### src/hw/rtl/mh64_pkg.sv
package mh64_pkg;

    localparam logic [63:0] MIX_MUL   = 64'hc6a4a7935bd1e995;
    localparam int          MIX_SHIFT = 47;

    localparam int SEED_W   = 32;
    localparam int LEN_W    = 31;
    localparam int WORD_W   = 64;
    localparam int NBYTES_W = 4;
    localparam int WORD_BYTES = WORD_W / 8;

    localparam int QUEUE_DEPTH = 2;

    typedef enum logic [1:0] {
        OP_NONE = 2'd0,
        OP_TAIL = 2'd1,
        OP_FULL = 2'd2
    } t_op;

    typedef struct packed {
        logic              first;
        logic [LEN_W-1:0]  len;
        logic [WORD_W-1:0] data;
        t_op               op;
        logic              last;
    } t_entry;

    typedef struct packed {
        logic              start;
        logic [WORD_W-1:0] operand;
    } t_mul_req;

    typedef struct packed {
        logic              busy;
        logic              done;
        logic [WORD_W-1:0] product;
    } t_mul_rsp;

    function automatic logic [WORD_W-1:0] xor_shift(input logic [WORD_W-1:0] x);
        return x ^ (x >> MIX_SHIFT);
    endfunction

endpackage

### src/hw/rtl/mh64_front.sv
module mh64_front (
    input  logic                          i_valid,
    output logic                          o_stall,
    input  logic                          i_first_word,
    input  logic [mh64_pkg::LEN_W-1:0]    i_message_length,
    input  logic [mh64_pkg::WORD_W-1:0]   i_data_word,
    input  logic [mh64_pkg::NBYTES_W-1:0] i_valid_bytes,
    input  logic                          i_last_word,
    input  logic                          i_full,
    output logic                          o_push,
    output mh64_pkg::t_entry              o_entry
);
    import mh64_pkg::*;

    logic [WORD_W-1:0] w_masked;

    // drop bytes above the valid count for a tail transaction
    always_comb begin
        for (int b = 0; b < WORD_BYTES; b++) begin
            w_masked[8*b +: 8] = (i_valid_bytes > NBYTES_W'(b)) ? i_data_word[8*b +: 8] : 8'h00;
        end
    end

    always_comb begin
        o_entry.first = i_first_word;
        o_entry.len   = i_message_length;
        o_entry.last  = i_last_word;
        if (i_valid_bytes >= NBYTES_W'(WORD_BYTES)) begin
            o_entry.op   = OP_FULL;
            o_entry.data = i_data_word;
        end else if (i_valid_bytes == '0) begin
            o_entry.op   = OP_NONE;
            o_entry.data = '0;
        end else begin
            o_entry.op   = OP_TAIL;
            o_entry.data = w_masked;
        end
    end

    assign o_stall = i_full;
    assign o_push  = i_valid && !i_full;

endmodule

### src/hw/rtl/mh64_queue.sv
module mh64_queue #(
    parameter int DEPTH = mh64_pkg::QUEUE_DEPTH
) (
    input  logic             i_clk,
    input  logic             i_rst_n,
    input  logic             i_push,
    input  mh64_pkg::t_entry i_entry,
    input  logic             i_pop,
    output mh64_pkg::t_entry o_entry,
    output logic             o_full,
    output logic             o_empty
);
    import mh64_pkg::*;

    localparam int PTR_W = (DEPTH > 1) ? $clog2(DEPTH) : 1;
    localparam int CNT_W = $clog2(DEPTH + 1);

    t_entry             r_mem [DEPTH];
    logic [PTR_W-1:0]   r_wr_ptr, n_wr_ptr;
    logic [PTR_W-1:0]   r_rd_ptr, n_rd_ptr;
    logic [CNT_W-1:0]   r_count, n_count;

    always_comb begin
        n_wr_ptr = r_wr_ptr;
        n_rd_ptr = r_rd_ptr;
        n_count  = r_count;
        if (i_push) begin
            n_wr_ptr = (r_wr_ptr == PTR_W'(DEPTH - 1)) ? '0 : r_wr_ptr + 1'b1;
        end
        if (i_pop) begin
            n_rd_ptr = (r_rd_ptr == PTR_W'(DEPTH - 1)) ? '0 : r_rd_ptr + 1'b1;
        end
        if (i_push && !i_pop) begin
            n_count = r_count + 1'b1;
        end else if (i_pop && !i_push) begin
            n_count = r_count - 1'b1;
        end
    end

    always_ff @(posedge i_clk) begin
        if (!i_rst_n) begin
            r_wr_ptr <= '0;
            r_rd_ptr <= '0;
            r_count  <= '0;
        end else begin
            r_wr_ptr <= n_wr_ptr;
            r_rd_ptr <= n_rd_ptr;
            r_count  <= n_count;
        end
    end

    always_ff @(posedge i_clk) begin
        if (i_push) begin
            r_mem[r_wr_ptr] <= i_entry;
        end
    end

    assign o_entry = r_mem[r_rd_ptr];
    assign o_full  = (r_count == CNT_W'(DEPTH));
    assign o_empty = (r_count == '0);

    a_no_pop_empty: assert property (@(posedge i_clk) disable iff (!i_rst_n)
        i_pop |-> r_count != '0)
        else $error("queue popped while empty");

    a_no_push_full: assert property (@(posedge i_clk) disable iff (!i_rst_n)
        i_push |-> r_count != CNT_W'(DEPTH))
        else $error("queue pushed while full");

    a_count_bound: assert property (@(posedge i_clk) disable iff (!i_rst_n)
        r_count <= CNT_W'(DEPTH))
        else $error("queue count above depth");

endmodule

### src/hw/rtl/mh64_mul.sv
module mh64_mul (
    input  logic               i_clk,
    input  logic               i_rst_n,
    input  mh64_pkg::t_mul_req i_req,
    output mh64_pkg::t_mul_rsp o_rsp
);
    import mh64_pkg::*;

    // low 64 bits of x * MIX_MUL from three 32x32 partial products on one multiplier
    localparam logic [31:0] M_LO = MIX_MUL[31:0];
    localparam logic [31:0] M_HI = MIX_MUL[63:32];

    localparam logic [1:0] PH_LO      = 2'd0;
    localparam logic [1:0] PH_CROSS_A = 2'd1;
    localparam logic [1:0] PH_CROSS_B = 2'd2;
    localparam logic [1:0] PH_SUM     = 2'd3;

    logic              r_busy;
    logic              r_done;
    logic [1:0]        r_phase;
    logic [WORD_W-1:0] r_x;
    logic [63:0]       r_p0;
    logic [31:0]       r_cross;
    logic [WORD_W-1:0] r_prod;

    logic [31:0] w_mul_a;
    logic [31:0] w_mul_b;
    logic [63:0] w_mul_p;

    always_comb begin
        w_mul_a = (r_phase == PH_CROSS_A) ? r_x[63:32] : r_x[31:0];
        w_mul_b = (r_phase == PH_CROSS_B) ? M_HI : M_LO;
        w_mul_p = w_mul_a * w_mul_b;
    end

    always_ff @(posedge i_clk) begin
        if (!i_rst_n) begin
            r_busy  <= 1'b0;
            r_done  <= 1'b0;
            r_phase <= PH_LO;
        end else begin
            r_done <= 1'b0;
            if (!r_busy) begin
                if (i_req.start) begin
                    r_busy  <= 1'b1;
                    r_phase <= PH_LO;
                end
            end else begin
                r_phase <= r_phase + 1'b1;
                if (r_phase == PH_SUM) begin
                    r_busy <= 1'b0;
                    r_done <= 1'b1;
                end
            end
        end
    end

    always_ff @(posedge i_clk) begin
        if (!r_busy && i_req.start) begin
            r_x <= i_req.operand;
        end
        if (r_busy) begin
            case (r_phase)
                PH_LO:      r_p0    <= w_mul_p;
                PH_CROSS_A: r_cross <= w_mul_p[31:0];
                PH_CROSS_B: r_cross <= r_cross + w_mul_p[31:0];
                PH_SUM:     r_prod  <= r_p0 + {r_cross, 32'h0};
                default:    r_prod  <= r_prod;
            endcase
        end
    end

    assign o_rsp.busy    = r_busy;
    assign o_rsp.done    = r_done;
    assign o_rsp.product = r_prod;

endmodule

### src/hw/rtl/mh64_back.sv
module mh64_back (
    input  logic                          i_clk,
    input  logic                          i_rst_n,
    input  logic [mh64_pkg::SEED_W-1:0]   i_seed,
    input  logic                          i_empty,
    input  mh64_pkg::t_entry              i_entry,
    output logic                          o_pop,
    output mh64_pkg::t_mul_req            o_mul_req,
    input  mh64_pkg::t_mul_rsp            i_mul_rsp,
    output logic                          o_valid,
    input  logic                          i_stall,
    output logic [mh64_pkg::WORD_W-1:0]   o_hash_value
);
    import mh64_pkg::*;

    localparam logic [3:0] ST_IDLE   = 4'd0;
    localparam logic [3:0] ST_INIT_W = 4'd1;
    localparam logic [3:0] ST_ABSORB = 4'd2;
    localparam logic [3:0] ST_K1_W   = 4'd3;
    localparam logic [3:0] ST_K2_W   = 4'd4;
    localparam logic [3:0] ST_ACC_W  = 4'd5;
    localparam logic [3:0] ST_FIN    = 4'd6;
    localparam logic [3:0] ST_FIN_W  = 4'd7;
    localparam logic [3:0] ST_EMIT   = 4'd8;

    logic [3:0]        r_state, n_state;
    logic [WORD_W-1:0] r_acc, n_acc;
    t_entry            r_item, n_item;
    logic [WORD_W-1:0] r_hash, n_hash;
    logic              r_out_valid, n_out_valid;
    logic [WORD_W-1:0] r_out_hash, n_out_hash;

    always_comb begin
        n_state     = r_state;
        n_acc       = r_acc;
        n_item      = r_item;
        n_hash      = r_hash;
        n_out_valid = r_out_valid;
        n_out_hash  = r_out_hash;
        o_pop       = 1'b0;
        o_mul_req   = '0;

        if (r_out_valid && !i_stall) begin
            n_out_valid = 1'b0;
        end

        case (r_state)
            ST_IDLE: begin
                if (!i_empty) begin
                    o_pop  = 1'b1;
                    n_item = i_entry;
                    if (i_entry.first) begin
                        o_mul_req.start   = 1'b1;
                        o_mul_req.operand = {{(WORD_W-LEN_W){1'b0}}, i_entry.len};
                        n_state           = ST_INIT_W;
                    end else begin
                        n_state = ST_ABSORB;
                    end
                end
            end
            ST_INIT_W: begin
                if (i_mul_rsp.done) begin
                    n_acc   = {{(WORD_W-SEED_W){1'b0}}, i_seed} ^ i_mul_rsp.product;
                    n_state = ST_ABSORB;
                end
            end
            ST_ABSORB: begin
                case (r_item.op)
                    OP_FULL: begin
                        o_mul_req.start   = 1'b1;
                        o_mul_req.operand = r_item.data;
                        n_state           = ST_K1_W;
                    end
                    OP_TAIL: begin
                        o_mul_req.start   = 1'b1;
                        o_mul_req.operand = r_acc ^ r_item.data;
                        n_state           = ST_ACC_W;
                    end
                    default: begin
                        n_state = ST_FIN;
                    end
                endcase
            end
            ST_K1_W: begin
                if (i_mul_rsp.done) begin
                    o_mul_req.start   = 1'b1;
                    o_mul_req.operand = xor_shift(i_mul_rsp.product);
                    n_state           = ST_K2_W;
                end
            end
            ST_K2_W: begin
                if (i_mul_rsp.done) begin
                    o_mul_req.start   = 1'b1;
                    o_mul_req.operand = r_acc ^ i_mul_rsp.product;
                    n_state           = ST_ACC_W;
                end
            end
            ST_ACC_W: begin
                if (i_mul_rsp.done) begin
                    n_acc   = i_mul_rsp.product;
                    n_state = ST_FIN;
                end
            end
            ST_FIN: begin
                // finalization works on a copy, the accumulator stays unfinalized
                if (r_item.last) begin
                    o_mul_req.start   = 1'b1;
                    o_mul_req.operand = xor_shift(r_acc);
                    n_state           = ST_FIN_W;
                end else begin
                    n_state = ST_IDLE;
                end
            end
            ST_FIN_W: begin
                if (i_mul_rsp.done) begin
                    n_hash  = xor_shift(i_mul_rsp.product);
                    n_state = ST_EMIT;
                end
            end
            ST_EMIT: begin
                if (!r_out_valid || !i_stall) begin
                    n_out_valid = 1'b1;
                    n_out_hash  = r_hash;
                    n_state     = ST_IDLE;
                end
            end
            default: begin
                n_state = ST_IDLE;
            end
        endcase
    end

    always_ff @(posedge i_clk) begin
        if (!i_rst_n) begin
            r_state     <= ST_IDLE;
            r_acc       <= '0;
            r_out_valid <= 1'b0;
        end else begin
            r_state     <= n_state;
            r_acc       <= n_acc;
            r_out_valid <= n_out_valid;
        end
    end

    always_ff @(posedge i_clk) begin
        r_item     <= n_item;
        r_hash     <= n_hash;
        r_out_hash <= n_out_hash;
    end

    assign o_valid      = r_out_valid;
    assign o_hash_value = r_out_hash;

    a_done_in_wait: assert property (@(posedge i_clk) disable iff (!i_rst_n)
        i_mul_rsp.done |-> (r_state == ST_INIT_W || r_state == ST_K1_W ||
                            r_state == ST_K2_W || r_state == ST_ACC_W ||
                            r_state == ST_FIN_W))
        else $error("multiply result arrived outside a wait state");

    a_start_idle_mul: assert property (@(posedge i_clk) disable iff (!i_rst_n)
        o_mul_req.start |-> !i_mul_rsp.busy)
        else $error("multiply started while busy");

    a_emit_origin: assert property (@(posedge i_clk) disable iff (!i_rst_n)
        $rose(r_out_valid) |-> $past(r_state == ST_EMIT))
        else $error("result raised outside the emit step");

endmodule

### src/hw/rtl/murmur64a_hash_stream_top.sv
// MurmurHash64A over a stream of little-endian 64-bit words. Each transaction carries one
// word with its valid byte count; the first transaction of a message also carries the total
// length, and the last one produces the 64-bit hash. The user must write the 32-bit seed through
// i_hash_seed_we / i_hash_seed only while the block is idle; the block does not enforce this.
// Transactions land in a short queue and are worked off one at a time by a sequencer around
// a single 32x32 multiplier, which forms each 64-bit multiply by the mixing constant. A full
// word takes three such multiplies, a tail word one, the first word of a message one more
// and the last word one more.
module murmur64a_hash_stream_top #(
    parameter int QUEUE_DEPTH = mh64_pkg::QUEUE_DEPTH
) (
    input  logic                          i_clk,
    input  logic                          i_rst_n,
    input  logic                          i_hash_seed_we,
    input  logic [mh64_pkg::SEED_W-1:0]   i_hash_seed,
    input  logic                          i_valid,
    output logic                          o_stall,
    input  logic                          i_first_word,
    input  logic [mh64_pkg::LEN_W-1:0]    i_message_length,
    input  logic [mh64_pkg::WORD_W-1:0]   i_data_word,
    input  logic [mh64_pkg::NBYTES_W-1:0] i_valid_bytes,
    input  logic                          i_last_word,
    output logic                          o_valid,
    input  logic                          i_stall,
    output logic [mh64_pkg::WORD_W-1:0]   o_hash_value
);
    import mh64_pkg::*;

    logic [SEED_W-1:0] r_hash_seed;

    logic     w_push;
    logic     w_pop;
    logic     w_full;
    logic     w_empty;
    t_entry   w_in_entry;
    t_entry   w_head;
    t_mul_req w_mul_req;
    t_mul_rsp w_mul_rsp;

    always_ff @(posedge i_clk) begin
        if (!i_rst_n) begin
            r_hash_seed <= '0;
        end else if (i_hash_seed_we) begin
            r_hash_seed <= i_hash_seed;
        end
    end

    mh64_front u_front (
        .i_valid          (i_valid),
        .o_stall          (o_stall),
        .i_first_word     (i_first_word),
        .i_message_length (i_message_length),
        .i_data_word      (i_data_word),
        .i_valid_bytes    (i_valid_bytes),
        .i_last_word      (i_last_word),
        .i_full           (w_full),
        .o_push           (w_push),
        .o_entry          (w_in_entry)
    );

    mh64_queue #(
        .DEPTH (QUEUE_DEPTH)
    ) u_queue (
        .i_clk   (i_clk),
        .i_rst_n (i_rst_n),
        .i_push  (w_push),
        .i_entry (w_in_entry),
        .i_pop   (w_pop),
        .o_entry (w_head),
        .o_full  (w_full),
        .o_empty (w_empty)
    );

    mh64_mul u_mul (
        .i_clk   (i_clk),
        .i_rst_n (i_rst_n),
        .i_req   (w_mul_req),
        .o_rsp   (w_mul_rsp)
    );

    mh64_back u_back (
        .i_clk        (i_clk),
        .i_rst_n      (i_rst_n),
        .i_seed       (r_hash_seed),
        .i_empty      (w_empty),
        .i_entry      (w_head),
        .o_pop        (w_pop),
        .o_mul_req    (w_mul_req),
        .i_mul_rsp    (w_mul_rsp),
        .o_valid      (o_valid),
        .i_stall      (i_stall),
        .o_hash_value (o_hash_value)
    );

endmodule

### config.mk
export PLATFORM = sky130hd
export DESIGN_NAME = murmur64a_hash_stream_top
export DESIGN_NICKNAME = d
export VERILOG_FILES = /design/src/hw/rtl/mh64_pkg.sv /design/src/hw/rtl/mh64_front.sv /design/src/hw/rtl/mh64_queue.sv /design/src/hw/rtl/mh64_mul.sv /design/src/hw/rtl/mh64_back.sv /design/src/hw/rtl/murmur64a_hash_stream_top.sv
export SDC_FILE = /design/constraint.sdc
export NUM_CORES = 2
export LEC_CHECK = 0
export ABC_AREA = 1
export ABC_CLOCK_PERIOD_IN_PS = 22300
export BUFFER_PORTS_ARGS = -buffer_cell sky130_fd_sc_hd__buf_2
export CORE_ASPECT_RATIO = 0.9
export CORE_MARGIN = 2
export CORE_UTILIZATION = 45
export CTS_CLUSTER_SIZE = 28
export DETAILED_ROUTE_END_ITERATION = 10
export SLEW_MARGIN = 10
export SYNTH_ARGS = -nofsm -noshare
export SYNTH_HDL_FRONTEND = slang
export SYNTH_SLANG_ARGS = --single-unit
### constraint.sdc
create_clock -name i_clk -period 22.3 [get_ports i_clk]
set_input_delay 0 -clock i_clk [delete_from_list [all_inputs] [get_ports i_clk]]
set_output_delay 0 -clock i_clk [all_outputs]
set_load 0.01 [all_outputs]
==> impl_metrics.ini <==
[status]
status = complete, but fails checks
violations = antenna rules

[clock_tree]
cts_setup_buffers = 0
cts_hold_buf = 139
cts.sinks = 727
worstSkewPairLatency_ns = 0.67
cts_buffers = 74
cts-root-buf = clkbuf_16
cts.reportedPaths.clkPinSlew_ns = 0.06
cts_resized = 0
tritoncts = built
htree_levels = 3
cts_buffer_depth = 3

[sta]
period_needed_ns = 11.12
hold_viol = 0
setup_viol = 0
fin_skew_ns = 0.0374
tightest_slew_ns = 1.25
fmax_mhz = 89.9
slew_viol_final = 0
slew_headroom_pct = 15.6
rsz0062_at_grt = no
post-route-period-util_pct = 49.9
fin_setup_tns_ns = 0

[route]
drcViolationCount = 0
drtAntennaViolNets = 1
routedWlPerCell_um = 24.6
num_vias = 45800
via_per_inst = 5.43
drt_first_pass_iters = 7
drtIter0Drc = 5191
wl_mm = 208

[layout]
fin_nets = 7876
area_delta_synth_final_pct = 11.8
drive_gt1_share_pct = 6.99

[synthesis]
synth_most_common_cell = inv_1
syn_area_sq_um = 59000
yosysWarnings = 0
synth_nets = 7526
synth_edf_count = 617
synthTopCellsByArea = edfxtp_1, fa_1, ha_1, inv_1, nand2_1
yosys_most_used_dff = edfxtp_1
synth_seq_cells = 727
yosysTopAreaCell = edfxtp_1
yosysSeqAreaShare_pct = 35.1
avgSynthCellArea_sq_um = 9.37
async_reset_ff_share_pct = 0
synth_top_area_share_pct = 31.4
synth_cells = 6298
netlist_top_cells_count = inv_1, nand2_1, edfxtp_1, fa_1, nor2_1
synth_cell_types = 56

[setup_path]
startpoint_type = flop
required_ns = 22.72
crit_top_cell = nand2_1
criticalPathCategory = flop to flop
cp_max_fo = 26
path_buf_inv = 6
end_kind = flop
r2r_slack_ns = 11.18
timing.rr.end = u_mul.r_cross[31]$_DFFE_PP_
r2r_start = u_mul.r_phase[1]$_SDFFE_PN0P_
reg2regPathDepth = 35
critical-path-top-delay-family = adder cells
worst_path_largest_cell_delay_ns = 0.98
cp_slowest_cell = nor2_1
worstPathArrival_ns = 11.54

[floorplanning]
num_rows = 126
start_util_pct = 45.2
core_area_sq_um = 131000
top_level_ports = 204
fp.dieArea_sq_um = 134000
fp.dieH_um = 348
die_w_um = 386

[hold_path]
hold_depth = 3
hp-class = input pin to flop
min_from = i_rst_n
min_to = r_hash_seed[17]$_SDFFE_PN0P_

[grt]
grt_antenna_before_repair = 8
grt_pass1_wl_mm = 304
grt_usage_pct = 31.2
grt_max_degree = 88
grt-ovfl-total = 0
grt_pass1_vias = 44400

[placed_design]
dpl.hpwl_mm = 169
io_buffers = 203
routabilityCongestion = 0.992

[flow_run]
maxCapViolCount = 0
-- metal layers --
| layer | track usage (%) | vias up | share of wire [%] |
|---|---|---|---|
| met5 | 0 | - | 0.018 |
| met4 | 6.11 | 6 | 2.2 |
| met2 | 43.7 | 2077 | 41 |
| met3 | 8.03 | 243 | 10 |
| met1 | 48.3 | 22700 | 46 |
| li1 | - | 20800 | - |
-- layout make-up --
type                       count  area [sq um]
antenna                        5          12.5
clock buffer                 103          2020
clock inverter                34           379
fill                       12100         64700
inverter                    1304          4900
multi-input combinational   4128         32800
sequential                   727         20700
tap                         1728          2160
timing repair buffer         413          2940
-- worst min-delay path: stages --
cell	delay, ns
buf_4	0.39
o21ai_0	0.19
nor2_1	0.05
-- stage by stage --
stage	setup WS (ns)	area [sq um]	util, %	cells	hold WS (ns)
6_report	11.18	66000	50.5	8442	0.0316
3_5_place_dp	11.22	62200	47.6	8161	0.191
4_1_cts	11.20	66000	50.5	8437	0.00449
5_1_grt	10.77	66000	50.5	8437	0.0275
2_1_floorplan	13.82	59000	-	6298	0.0989
3_3_place_gp	11.24	62200	47.6	8161	0.191
-- flip-flops by register name, summed over array words and instances (netlist names), 2 cells and up, named ones only --
register	count
u_mul.r_prod	64
u_back.r_state	4
u_back.r_item	67
u_mul.r_cross	32
u_queue.r_mem	198
u_mul.r_x	64
u_back.r_hash	64
u_back.o_hash_value	64
u_mul.r_phase	2
u_mul.r_p0	64
u_back.r_acc	64
r_hash_seed	32
u_queue.r_count	2
-- kinds of logic (layout without fill, tap and decap cells) --
group | count (synthesis) | after routing | synth area share (%)
buffers and inverters | 1443 | 1854 | 9.37
multiplexers | 1 | 1 | 0.0170
flip-flops | 727 | 727 | 35.1
other | 1 | 6 | 0.00635
AO/OA/AOI/OAI | 874 | 874 | 8.54
adder cells (fa/ha/maj) | 1090 | 1090 | 30.9
XOR/XNOR | 163 | 163 | 2.42
AND/OR/NAND/NOR | 1999 | 1999 | 13.7
-- cells in the final DEF (no fill, tap or decap), types with 10 or more instances in the layout --
master	count
a21o_1	10
a21oi_1	324
a221oi_1	14
a31oi_1	26
buf_2	202
buf_4	72
clkbuf_1	25
clkbuf_16	76
clkinv_1	10
dfxtp_1	109
dlygate4sd3_1	139
edfxtp_1	617
fa_1	613
ha_1	474
inv_1	1274
inv_2	28
nand2_1	1222
nand3_1	142
nand3b_1	21
nand4_1	29
nor2_1	495
nor2_2	13
nor3_1	27
o211a_1	24
o21ai_0	315
o21ai_1	17
o21bai_1	46
o22ai_1	18
o311ai_0	22
o311ai_1	12
or2_2	11
xnor2_1	90
xor2_1	73
-- worst max path at each step --
stage | from | to | slack [ns] | cells after the start
after detailed placement | u_mul.r_phase[1]$_SDFFE_PN0P_ | u_mul.r_cross[31]$_DFFE_PP_ | 11.22 | 35
after CTS | u_mul.r_phase[1]$_SDFFE_PN0P_ | u_mul.r_cross[31]$_DFFE_PP_ | 11.20 | 35
after global routing | u_mul.r_phase[1]$_SDFFE_PN0P_ | u_mul.r_cross[31]$_DFFE_PP_ | 10.77 | 35
after floorplan | u_mul.r_phase[1]$_SDFFE_PN0P_ | u_mul.r_cross[29]$_DFFE_PP_ | 13.82 | 37
after global placement | u_mul.r_phase[1]$_SDFFE_PN0P_ | u_mul.r_cross[31]$_DFFE_PP_ | 11.24 | 35
final | u_mul.r_phase[1]$_SDFFE_PN0P_ | u_mul.r_cross[31]$_DFFE_PP_ | 11.18 | 35
Power is not shown: default switching activity piles up to over one toggle a cycle in this logic, so the estimate is an artifact.
